`src/hdl/qtkey_pkg.sv`:
```
// Shared types and constants for the quadtree tile key block.
// Used by the controller, the datapath, the top level and the checker; depends on nothing.
`default_nettype none

package qtkey_pkg;

    localparam int COORD_W   = 32;
    localparam int BF_W      = 31;
    localparam int LVL_W     = 5;
    localparam int KEY_W     = 63;
    localparam int KEY_TOP   = 61;
    localparam int S_TDATA_W = 128;
    localparam int M_TDATA_W = 64;

    localparam logic [LVL_W-1:0] LEVEL_CAP       = 5'd30;
    localparam logic [LVL_W-1:0] MAX_LEVEL_RESET = 5'd18;
    localparam logic [BF_W-1:0]  BF_RESET        = 31'd53687091;

    localparam int CFG_IDX_W = 1;
    localparam logic [CFG_IDX_W-1:0] CFG_IDX_BUFFER_MARGIN = 1'b0;
    localparam logic [CFG_IDX_W-1:0] CFG_IDX_MAX_LEVEL     = 1'b1;

    // Quadrant codes.
    localparam logic [1:0] QUAD_LX_HY = 2'd0;
    localparam logic [1:0] QUAD_HX_HY = 2'd1;
    localparam logic [1:0] QUAD_LX_LY = 2'd2;
    localparam logic [1:0] QUAD_HX_LY = 2'd3;

    typedef struct packed {
        logic             load;
        logic             step;
        logic             emit;
        logic [LVL_W-1:0] lvl;
    } qtkey_cmd_t;

    typedef struct packed {
        logic fits;
    } qtkey_sts_t;

endpackage

`default_nettype wire

```
`src/hdl/quadtree_key_from_box.sv`:
```
// Each box descends n levels, n from 0 to min(max_level, 30): it is loaded into
// the box registers and stepped once per level; the key then enters the output register.
// The single quadrant-select unit descends one level per cycle; a new box is taken
// only after the last key has entered the output register. A finished key waits there.
// Reset: synchronous, active low; control and config registers reset, output empties.
`default_nettype none

module quadtree_key_from_box #(
    parameter int COORD_FRAC_BITS = 30
) (
    input  wire logic                             aclk,
    input  wire logic                             aresetn,
    // Box input channel. s_tdata from bit 0: min_x, min_y, max_x, max_y.
    input  wire logic                             s_tvalid,
    output logic                                  s_tready,
    input  wire logic [qtkey_pkg::S_TDATA_W-1:0]  s_tdata,
    // Result channel. m_tdata from bit 0: tile_key, one zero pad bit.
    output logic                                  m_tvalid,
    input  wire logic                             m_tready,
    output logic [qtkey_pkg::M_TDATA_W-1:0]       m_tdata,
    // Configuration write port.
    input  wire logic                             cfg_wr_en,
    input  wire logic [qtkey_pkg::CFG_IDX_W-1:0]  cfg_index,
    input  wire logic [qtkey_pkg::BF_W-1:0]       cfg_wdata
);
    import qtkey_pkg::*;

    logic [BF_W-1:0]  buffer_margin_reg;
    logic [LVL_W-1:0] max_level_reg;
    logic [KEY_W-1:0] tile_key;
    qtkey_cmd_t       cmd;
    qtkey_sts_t       sts;

    // Configuration registers. Writes must be made only while the block is idle
    // (the block itself does not enforce this), so both units read them live.
    always_ff @(posedge aclk) begin
        if (!aresetn) begin
            buffer_margin_reg <= BF_RESET;
            max_level_reg     <= MAX_LEVEL_RESET;
        end else if (cfg_wr_en) begin
            unique case (cfg_index)
                CFG_IDX_BUFFER_MARGIN: buffer_margin_reg <= cfg_wdata;
                CFG_IDX_MAX_LEVEL:     max_level_reg     <= cfg_wdata[LVL_W-1:0];
                default: ;
            endcase
        end
    end

    // The controller takes one box, steps the datapath once per level while a
    // quadrant fits and the limit allows, and then moves the key into the
    // output register as soon as that register is free.
    qtkey_ctrl u_ctrl (
        .aclk      (aclk),
        .aresetn   (aresetn),
        .s_tvalid  (s_tvalid),
        .s_tready  (s_tready),
        .m_tvalid  (m_tvalid),
        .m_tready  (m_tready),
        .max_level (max_level_reg),
        .sts       (sts),
        .cmd       (cmd)
    );

    // The datapath holds the box in exact fixed point and accumulates the key.
    qtkey_dp #(
        .COORD_FRAC_BITS (COORD_FRAC_BITS)
    ) u_dp (
        .aclk          (aclk),
        .min_x         (s_tdata[COORD_W-1:0]),
        .min_y         (s_tdata[2*COORD_W-1:COORD_W]),
        .max_x         (s_tdata[3*COORD_W-1:2*COORD_W]),
        .max_y         (s_tdata[4*COORD_W-1:3*COORD_W]),
        .buffer_margin (buffer_margin_reg),
        .cmd           (cmd),
        .sts           (sts),
        .tile_key      (tile_key)
    );

    assign m_tdata = {1'b0, tile_key};

endmodule

`default_nettype wire

```
`src/hdl/qtkey_ctrl.sv`:
```
// Controller for the quadtree tile key block: accepts boxes, counts levels,
// and hands finished keys to the output register. Depends on qtkey_pkg.
`default_nettype none

module qtkey_ctrl (
    input  wire logic                      aclk,
    input  wire logic                      aresetn,
    input  wire logic                      s_tvalid,
    output logic                           s_tready,
    output logic                           m_tvalid,
    input  wire logic                      m_tready,
    input  wire logic [qtkey_pkg::LVL_W-1:0] max_level,
    input  wire qtkey_pkg::qtkey_sts_t     sts,
    output qtkey_pkg::qtkey_cmd_t          cmd
);
    import qtkey_pkg::*;

    typedef enum logic {ST_IDLE, ST_RUN} state_t;

    state_t           state_reg, state_next;
    logic [LVL_W-1:0] lvl_reg, lvl_next;
    logic             m_tvalid_reg, m_tvalid_next;
    logic [LVL_W-1:0] limit;
    logic             out_free;

    assign limit    = (max_level > LEVEL_CAP) ? LEVEL_CAP : max_level;
    assign out_free = !m_tvalid_reg || m_tready;
    assign s_tready = (state_reg == ST_IDLE);
    assign m_tvalid = m_tvalid_reg;

    always_comb begin
        state_next    = state_reg;
        lvl_next      = lvl_reg;
        m_tvalid_next = m_tvalid_reg && !m_tready;
        cmd           = '0;
        cmd.lvl       = lvl_reg;
        unique case (state_reg)
            ST_IDLE: begin
                if (s_tvalid) begin
                    cmd.load   = 1'b1;
                    lvl_next   = '0;
                    state_next = ST_RUN;
                end
            end
            ST_RUN: begin
                if (sts.fits && (lvl_reg < limit)) begin
                    cmd.step = 1'b1;
                    lvl_next = lvl_reg + 1'b1;
                end else if (out_free) begin
                    cmd.emit      = 1'b1;
                    m_tvalid_next = 1'b1;
                    state_next    = ST_IDLE;
                end
            end
            default: begin
                state_next = ST_IDLE;
            end
        endcase
    end

    always_ff @(posedge aclk) begin
        if (!aresetn) begin
            state_reg    <= ST_IDLE;
            lvl_reg      <= '0;
            m_tvalid_reg <= 1'b0;
        end else begin
            state_reg    <= state_next;
            lvl_reg      <= lvl_next;
            m_tvalid_reg <= m_tvalid_next;
        end
    end

endmodule

`default_nettype wire

```
`src/hdl/qtkey_dp.sv`:
```
// Datapath for the quadtree tile key block: box registers, quadrant pick,
// one-level transform, key accumulator and output register. Depends on qtkey_pkg.
`default_nettype none

module qtkey_dp #(
    parameter int COORD_FRAC_BITS = 30
) (
    input  wire logic                         aclk,
    input  wire logic [qtkey_pkg::COORD_W-1:0] min_x,
    input  wire logic [qtkey_pkg::COORD_W-1:0] min_y,
    input  wire logic [qtkey_pkg::COORD_W-1:0] max_x,
    input  wire logic [qtkey_pkg::COORD_W-1:0] max_y,
    input  wire logic [qtkey_pkg::BF_W-1:0]    buffer_margin,
    input  wire qtkey_pkg::qtkey_cmd_t         cmd,
    output qtkey_pkg::qtkey_sts_t              sts,
    output logic [qtkey_pkg::KEY_W-1:0]        tile_key
);
    import qtkey_pkg::*;

    // The range check bounds a corner on one side only, so a corner of an
    // inverted box can gain a bit at every level. Twice the input width leaves
    // room for the growth over thirty levels of any raw input.
    localparam int CW  = 2 * COORD_W;
    localparam int SHW = 6;

    logic signed [CW-1:0] lx_reg, ly_reg, hx_reg, hy_reg;
    logic [KEY_W-1:0]     key_reg;
    logic [KEY_W-1:0]     tile_key_reg;

    logic signed [CW-1:0] one_s, bf_s, lim_s, nlim_s, nbf_s;
    logic [CW-1:0]        alx, aly, ahx, ahy;
    logic                 in_range, xlo, xhi, ylo, yhi;
    logic                 found;
    logic [1:0]           quad;
    logic                 left, lower;
    logic [SHW-1:0]       shamt;
    logic [KEY_W-1:0]     key_add;

    function automatic logic [CW-1:0] absv(input logic signed [CW-1:0] v);
        absv = (v < 0) ? CW'(-v) : CW'(v);
    endfunction

    assign one_s  = CW'(1) <<< COORD_FRAC_BITS;
    assign bf_s   = signed'({{(CW - BF_W){1'b0}}, buffer_margin});
    assign lim_s  = one_s + bf_s;
    assign nlim_s = -lim_s;
    assign nbf_s  = -bf_s;

    assign alx = absv(lx_reg);
    assign aly = absv(ly_reg);
    assign ahx = absv(hx_reg);
    assign ahy = absv(hy_reg);

    assign in_range = !(lx_reg < nlim_s || ly_reg < nlim_s ||
                        hx_reg > lim_s  || hy_reg > lim_s);

    assign xlo = (hx_reg < bf_s)  && (ahx < alx);
    assign xhi = (lx_reg > nbf_s) && (ahx >= alx);
    assign yhi = (ly_reg > nbf_s) && (ahy >= aly);
    assign ylo = (hy_reg < bf_s)  && (ahy < aly);

    // Strict containment first, then the buffered rules.
    always_comb begin
        found = in_range;
        quad  = QUAD_LX_HY;
        if (hx_reg <= 0 && ly_reg >= 0)      quad = QUAD_LX_HY;
        else if (lx_reg >= 0 && ly_reg >= 0) quad = QUAD_HX_HY;
        else if (hx_reg <= 0 && hy_reg <= 0) quad = QUAD_LX_LY;
        else if (lx_reg >= 0 && hy_reg <= 0) quad = QUAD_HX_LY;
        else if (xlo && yhi)                 quad = QUAD_LX_HY;
        else if (xhi && yhi)                 quad = QUAD_HX_HY;
        else if (xlo && ylo)                 quad = QUAD_LX_LY;
        else if (xhi && ylo)                 quad = QUAD_HX_LY;
        else                                 found = 1'b0;
    end

    assign sts.fits = found;

    assign left  = (quad == QUAD_LX_HY) || (quad == QUAD_LX_LY);
    assign lower = (quad == QUAD_LX_LY) || (quad == QUAD_HX_LY);

    // Quadrant lands at bit 61 - 2*level; the level count adds one below it.
    assign shamt   = SHW'(KEY_TOP) - SHW'({cmd.lvl, 1'b0});
    assign key_add = (KEY_W'(quad) << shamt) | KEY_W'(1);

    always_ff @(posedge aclk) begin
        if (cmd.load) begin
            lx_reg  <= CW'(signed'(min_x));
            ly_reg  <= CW'(signed'(min_y));
            hx_reg  <= CW'(signed'(max_x));
            hy_reg  <= CW'(signed'(max_y));
            key_reg <= '0;
        end else if (cmd.step) begin
            // Shift by a half toward the chosen quadrant and double.
            lx_reg  <= left  ? (lx_reg <<< 1) + one_s : (lx_reg <<< 1) - one_s;
            hx_reg  <= left  ? (hx_reg <<< 1) + one_s : (hx_reg <<< 1) - one_s;
            ly_reg  <= lower ? (ly_reg <<< 1) + one_s : (ly_reg <<< 1) - one_s;
            hy_reg  <= lower ? (hy_reg <<< 1) + one_s : (hy_reg <<< 1) - one_s;
            key_reg <= key_reg + key_add;
        end
        if (cmd.emit) begin
            tile_key_reg <= key_reg;
        end
    end

    assign tile_key = tile_key_reg;

endmodule

`default_nettype wire

```
`config.mk`:
```
export PLATFORM = sky130hd
export DESIGN_NAME = quadtree_key_from_box
export DESIGN_NICKNAME = d
export VERILOG_FILES = /design/src/hdl/qtkey_pkg.sv /design/src/hdl/quadtree_key_from_box.sv /design/src/hdl/qtkey_ctrl.sv /design/src/hdl/qtkey_dp.sv
export SDC_FILE = /design/constraint.sdc
export NUM_CORES = 2
export LEC_CHECK = 0
export ABC_CLOCK_PERIOD_IN_PS = 13100
export BUFFER_PORTS_ARGS = -buffer_cell sky130_fd_sc_hd__buf_2
export CORE_ASPECT_RATIO = 2
export CORE_UTILIZATION = 45
export CTS_BUF_LIST = sky130_fd_sc_hd__clkbuf_4 sky130_fd_sc_hd__clkbuf_8 sky130_fd_sc_hd__clkbuf_16
export DETAILED_ROUTE_END_ITERATION = 16
export HOLD_SLACK_MARGIN = 0.15
export PLACE_DENSITY = 0.67
export SYNTH_ARGS = -nofsm -noshare
export SYNTH_HDL_FRONTEND = slang
export SYNTH_SLANG_ARGS = --single-unit
```
`constraint.sdc`:
```
create_clock -name aclk -period 13.1 [get_ports aclk]
set_input_delay 1.31 -clock aclk [delete_from_list [all_inputs] [get_ports aclk]]
set_output_delay 1.31 -clock aclk [all_outputs]
set_load 0.005 [all_outputs]
```
# --- Word-level counts from Yosys, hierarchy flattened ---
# Index checks and enable logic that the tools add are counted.
word_totals:
  wordCells: 134
  register_bits: 425
  output_inout_bits: 66
  in_bits: 165
classes:
  bitwise: 2
  n_reduce_logical: 28
  magnitude_cmp: 22
  shift: 1
  n_eq_ne: 4
  mux: 48
  addsub: 18
ops:
  columns: ["operator", "n"]
  rows:
  - ["2-to-1 mux 64 bit", 16]
  - ["negation 64 bit", 5]
  - ["adder 64 x 32 -> 64 bit (second input constant)", 4]
  - ["greater-than comparator 64 bit", 4]
  - ["less-than comparator 64 x 1 -> 1 bit (second input constant)", 4]
  - ["less-than comparator 64 bit", 4]
  - ["subtractor 64 x 32 -> 64 bit (second input constant)", 4]
  - ["greater-or-equal comparator 64 x 1 -> 1 bit (second input constant)", 2]
  - ["greater-or-equal comparator 64 bit", 2]
  - ["<= comparator 64 x 1 -> 1 bit (second input constant)", 2]
  - ["less-than comparator 64 x 32 -> 1 bit", 2]
  - ["negation 31 -> 64 bit", 1]
  - ["adder 63 bit", 1]
  - ["<< shifter 2 x 6 -> 63 bit", 1]
  - ["adder 31 x 31 -> 32 bit (first input constant)", 1]
  - ["2-to-1 mux 1 bit", 18]
  - ["2-to-1 mux 2 bit", 9]
  - ["2-to-1 mux 5 bit", 3]
  - ["logical AND 1 bit", 14]
  - ["case mux 5 bit (2 select lines)", 1]
  - ["logical OR 1 bit", 6]
  - ["AND reduction 2 bit", 3]
  - ["subtractor 6 bit (first input constant)", 1]
  - ["adder 5 x 1 -> 5 bit (second input constant)", 1]
  - ["other kinds (9)", 14]

# --- Depth between registers and ports, before layout ---
depth:
  word_depth: 20
  ltp_mapped: 38
  ltp_nobuf: 36

# --- Hierarchy ---
# Synthesis repeated with hierarchy kept, for this count alone.
hier_totals:
  hier_cells: 4381
  area_unflattened_um2: 40077.2
by_module_without_submodules:
  columns: ["mod", "n_inst", "seq_area_each_um2", "area_per_inst_um2", "cells_each"]
  rows:
  - ["qtkey_dp", 1, 10840.4, 38059.0, 4157]
  - ["quadtree_key_from_box", 1, 720.7, 1485.2, 160]
  - ["qtkey_ctrl", 1, 140.1, 533.0, 64]

# --- Worst setup path after synthesis ---
# OpenSTA, ideal clock, no wires.
synth_timing:
  path_kind: "reg2reg"
  start: "register u_dp.hy_reg[0]"
  end: "register u_dp.hx_reg[0], enable pin"
  path_buffers: 2
  slack_ps: 1044
  required_time_ps: 11139
  setup_ps: 1961
  arrival_ps: 10095
  stages_incl_launch_ff: 26
  period_less_slack_ps: 12056
  cell_sequence: "edfxtp_1 inv_1 ha_1 or3b_1 or3_1 and4bb_1 nand3b_1 or3_1 or4_1 or2_1 or3_4 o41ai_2 xnor2_1 ha_1 nand2_1 nor2_1 a211oi_1 o22ai_1 a2111oi_0 nand4_1 o211ai_1 nor3b_1 or3_1 buf_2 clkbuf_1 nand2_1"
synth_between:
  elab_chain_cells: 17
  word_cells_on_any_way: 30
  classes_between: "add/sub (1); order compare (6); mux (11); reduce/logical (12)"
synth_rtl:
  columns: ["element", "line_no", "text"]
  rows:
  - ["start, declared", "qtkey_dp.sv:26", "logic signed [CW-1:0] lx_reg, ly_reg, hx_reg, hy_reg;"]
  - ["start signal, assigned", "qtkey_dp.sv:91", "hy_reg <= CW'(signed'(max_y));"]
  - ["start signal, assigned", "qtkey_dp.sv:98", "hy_reg <= lower ? (hy_reg <<< 1) + one_s : (hy_reg <<< 1) - one_s;"]
  - ["negation 64 bit or less-than comparator 64 x 1 -> 1 bit (tied branches)", "qtkey_dp.sv:40", "absv = (v < 0) ? CW'(-v) : CW'(v);"]
  - ["2-to-1 mux 64 bit", "qtkey_dp.sv:40", null]
  - ["less-than comparator 64 bit", "qtkey_dp.sv:60", "assign ylo = (hy_reg < bf_s) && (ahy < aly);"]
  - ["logical AND 1 bit", "qtkey_dp.sv:60", null]
  - ["logical AND 1 bit", "qtkey_dp.sv:73", "else if (xhi && ylo) quad = QUAD_HX_LY;"]
  - ["2-to-1 mux 1 bit", "qtkey_dp.sv:73", null]
  - ["2-to-1 mux 1 bit", "qtkey_dp.sv:72", "else if (xlo && ylo) quad = QUAD_LX_LY;"]
  - ["2-to-1 mux 1 bit", "qtkey_dp.sv:71", "else if (xhi && yhi) quad = QUAD_HX_HY;"]
  - ["2-to-1 mux 1 bit", "qtkey_dp.sv:70", "else if (xlo && yhi) quad = QUAD_LX_HY;"]
  - ["2-to-1 mux 1 bit", "qtkey_dp.sv:69", "else if (lx_reg >= 0 && hy_reg <= 0) quad = QUAD_HX_LY;"]
  - ["2-to-1 mux 1 bit", "qtkey_dp.sv:68", "else if (hx_reg <= 0 && hy_reg <= 0) quad = QUAD_LX_LY;"]
  - ["2-to-1 mux 1 bit", "qtkey_dp.sv:67", "else if (lx_reg >= 0 && ly_reg >= 0) quad = QUAD_HX_HY;"]
  - ["2-to-1 mux 1 bit *", "qtkey_dp.sv:66", "if (hx_reg <= 0 && ly_reg >= 0) quad = QUAD_LX_HY;"]
  - ["logical AND 1 bit *", "qtkey_ctrl.sv:46", "if (sts.fits && (lvl_reg < limit)) begin"]
  - ["2-to-1 mux 1 bit *", "qtkey_ctrl.sv:46", null]
  - ["2-to-1 mux 2 bit *", "qtkey_ctrl.sv:37", "unique case (state_reg)"]
  - ["nonzero test 2 bit (no source line) *", null, null]
  - ["end signal, assigned", "qtkey_dp.sv:90", "hx_reg <= CW'(signed'(max_x));"]
  - ["end signal, assigned", "qtkey_dp.sv:96", "hx_reg <= left ? (hx_reg <<< 1) + one_s : (hx_reg <<< 1) - one_s;"]
  - ["end, declared", "qtkey_dp.sv:26", null]
# Mark *: on every way between the ends. The rest lies on a longest branch, timed or not.
# A chain may end at the register's enable or synchronous reset.

# --- Worst setup path after layout ---
layout_timing:
  start: "register u_dp.hy_reg[0]"
  end: "register u_dp.key_reg[62]"
layout_between:
  elab_chain_cells: 16
  word_cells_on_any_way: 39
  classes_between: "add/sub (2); order compare (6); shift (1); mux (19); reduce/logical (11)"
layout_rtl:
  columns: ["element", "line_no", "text"]
  rows:
  - ["branches (longest 16 deep; another with negation 64 bit)", null, null]
  - ["end signal, assigned", "qtkey_dp.sv:99", "key_reg <= key_reg + key_add;"]
  - ["end, declared", "qtkey_dp.sv:27", "logic [KEY_W-1:0] key_reg;"]
# Several ways; the timed one is not identified.

==> impl_metrics.py <==
metrics = {
    "pwr": {
        "peakVddDrop_v": 0.000139,
        "power_density_mw_per_mm2": 263,
        "internal_power_mw": 5.94,
        "p_sw_mw": 5.59,
        "p_sw_share_pct": 48.5,
        "p_leak_nw": 18.8,
        "combPwrFrac_pct": 65.4,
        "p_seq_share_pct": 22.5,
        "fin_total_pwr_mw": 11.5,
        "clock_power_share_pct": 12.1,
    },
    "critical_path": {
        "cp_max_fo": 18,
        "cp_slowest_cell": "o311ai_0",
        "end_kind": "flop",
        "startpoint_type": "flop",
        "rr_startpoint": "u_dp.hy_reg[0]",
        "r2r_slack_ns": 1.46,
        "critPathArrivalTime_ns": 12.16,
        "r2r_end": "u_dp.key_reg[62]",
        "slowest_delay_ns": 0.92,
        "critPathKind": "reg -> reg",
        "r2r_cells": 34,
        "cp.required_ns": 13.62,
    },
    "synth": {
        "netlist_instances": 4661,
        "avgSynthCellArea_um2": 8.56,
        "seq_area_frac_synth_pct": 29.3,
        "async_flop_share_pct": 0,
        "ys_ff_latch": 425,
        "synth-main-ff-cell": "edfxtp_1",
        "synth_cell_types": 89,
        "yosysWarnings": 0,
        "syn_area_mm2": 0.0399,
        "synth-edff-count": 319,
    },
    "floorplanning": {
        "coreArea_mm2": 0.0879,
        "start_util_pct": 45.4,
        "die_y_um": 423,
        "num_io_pins": 231,
        "die_width_um": 213,
        "rows": 154,
        "die-area_mm2": 0.0900,
    },
    "place": {
        "place_hpwl_um": 108000,
        "dp_slack_ns": 1.68,
        "placed_cell_area_mm2": 0.0423,
        "post-place-cells": 5960,
        "io_buffer_count": 229,
        "place_congestion": 1.04,
    },
    "drt": {
        "via_per_inst": 6.16,
        "ant_nets": 0,
        "drt_iter0_drc": 2544,
        "vias": 37290,
        "wirelength_um": 139000,
        "wl_per_cell_um": 23.0,
        "drc": 0,
        "drt_first_pass_iters": 7,
    },
    "clock_network": {
        "clk_pin_slew_ns": 0.07,
        "clkLatencyLatePin_ns": 0.65,
        "cts-root-buf": "clkbuf_16",
        "cts_resized": 0,
        "ctsLongestPathBuffers": 3,
        "cts_hold_buf": 0,
        "cts_tree": "built",
        "cts_setup_buffers": 0,
        "cts_max_level": 2,
        "clkSinkCount": 425,
        "numCtsBuffers": 46,
    },
    "global_routing": {
        "grt_pass1_wl_um": 210000,
        "grt_max_degree": 100,
        "grtUsageTotal_pct": 30.5,
        "antenna_found_initial": 12,
        "grt_pass1_vias": 36851,
        "gr-total-overflow": 0,
    },
    "sta": {
        "timing.fmax_mhz": 85.9,
        "period_share_pct": 88.9,
        "maxSlewHeadroom_pct": 24.5,
        "final-hold-violation-count": 0,
        "worst_pin_slew_ns": 1.13,
        "post-route-min-period_ns": 11.64,
        "final.setup.worst_slack_ns": 1.46,
        "finalMaxSlewViolations": 0,
        "skew_ns": 0.0289,
        "timing.hold.ws_ns": 0.472,
        "timing.setup.tns_ns": 0,
        "setup_violations": 0,
        "rsz0062_at_grt": "no",
    },
    "cells_and_area": {
        "final_common_cell": "nand2_1",
        "final_cell_mix": "779 x nand2_1, 557 x ha_1, 392 x o21ai_0",
        "fin_util_pct": 49.9,
        "drive_above_1_share_pct": 8.45,
        "final_cells": 6050,
        "final_cell_area_mm2": 0.0438,
        "nNetsFinal": 5565,
        "area_growth_syn_to_layout_pct": 9.79,
    },
    "worst_hold_path": {
        "min_delay_worst_endpoint": "u_dp.tile_key[57]",
        "hold_path.class": "reg -> reg",
        "worstHoldStart": "u_dp.key_reg[57]",
        "hold_depth": 0,
    },
    "status": {
        "status": "finished, final reports clean",
    },
    "job": {
        "maxCapViolations": 0,
    },
}
==> worst max path at each step <==
stage | from | end | slack [ns] | cells past startpoint
floorplan | u_dp.hy_reg[0] | u_dp.hx_reg[0] | 1.04 | 25
global placement | u_dp.hy_reg[1] | u_dp.key_reg[62] | 1.83 | 34
detailed placement | u_dp.hy_reg[0] | u_dp.key_reg[62] | 1.68 | 34
CTS | u_dp.hy_reg[0] | u_dp.key_reg[62] | 1.61 | 34
global route | u_dp.hy_reg[0] | u_dp.key_reg[62] | 0.66 | 34
finish | u_dp.hy_reg[0] | u_dp.key_reg[62] | 1.46 | 34
==> power by group through the flow <==
stage / Combinational (mW) / Clock, mW / Sequential (mW)
floorplan: 5.86 / 0 / 2.32
global placement: 7.34 / 0 / 2.60
detailed placement: 7.46 / 0 / 2.60
CTS: 7.50 / 1.41 / 2.58
global route: 8.48 / 1.45 / 2.61
finish: 7.54 / 1.40 / 2.60
==> kinds of logic (layout without fill, tap and decap cells) <==
family / count (synthesis) / count (layout) / share of synthesized area, %
buf+inv: 270 / 457 / 2.56
xor+xnor: 445 / 445 / 9.91
flops: 425 / 425 / 29.3
mux: 5 / 5 / 0.125
other cells: 1 / 33 / 0.00940
fa+ha+maj: 562 / 562 / 17.7
simple gates: 1667 / 1667 / 19.9
compound gates: 1286 / 1286 / 20.4
==> critical path: cells and delay by family (launching register included) <==
kind / cells / cell delay [ns]
and+or+nand+nor: 16 / 5.35
buffers and inverters: 2 / 0.26
adders and majority gates: 3 / 0.90
AOI/OAI and AO/OA: 12 / 4.51
xor gates and xnor gates: 1 / 0.11
DFF: 1 / 0.39
==> metal layers <==
| metal | vias to the layer above | routed length [um] | GRT usage [%] |
|---|---|---|---|
| met1 | 17640 | 48200 | 30.3 |
| met2 | 1392 | 69900 | 55.0 |
| met3 | 567 | 8060 | 5.08 |
| li1 | 17673 | - | - |
| met4 | 18 | 13100 | 25.1 |
| met5 | - | 126 | 0 |
==> final cells by class <==
cell class	instances	area, um^2
Antenna cell	4	10.0
Clock buffer	55	1240
Clock inverter	31	284
Fill cell	8573	44000
Inverter	115	432
Multi-Input combinational cell	3994	27300
Sequential cell	425	11700
Tap cell	1170	1460
Timing Repair Buffer	256	1350
==> cells in the mapped netlist, types with 6 or more instances <==
cell,instances,area share [%]
a2111oi_0,12,0.26
xor2_1,193,4.2
a31oi_1,39,0.61
and3_1,19,0.30
nor3b_1,8,0.15
o21ai_0,392,4.9
a21oi_1,289,3.6
o41ai_1,36,0.79
a21o_1,156,2.9
nor2_1,198,1.9
clkbuf_1,138,1.3
or2_2,28,0.44
or4_1,35,0.66
nor3_1,123,1.5
nor2b_1,35,0.55
a221oi_1,12,0.26
or4_4,6,0.17
o31a_1,6,0.13
nand2_1,781,7.3
nand3b_1,11,0.21
o21bai_1,27,0.51
a21boi_0,27,0.51
o211ai_1,29,0.55
inv_1,115,1.1
or3_1,58,0.91
o21a_1,28,0.53
o31ai_1,96,1.8
nand3_1,120,1.5
and2_1,20,0.31
a211o_1,8,0.18
a211oi_1,42,0.79
o2111ai_1,8,0.18
xnor2_1,248,5.4
nand4_1,103,1.6
and4_1,14,0.31
a221o_1,8,0.20
buf_1,12,0.11
o21ai_1,8,0.10
dfxtp_1,106,5.3
nand2b_1,42,0.66
ha_1,557,17
edfxtp_1,319,24
nor4_1,33,0.52
No activity file was read; power rests on OpenSTA's default activity.
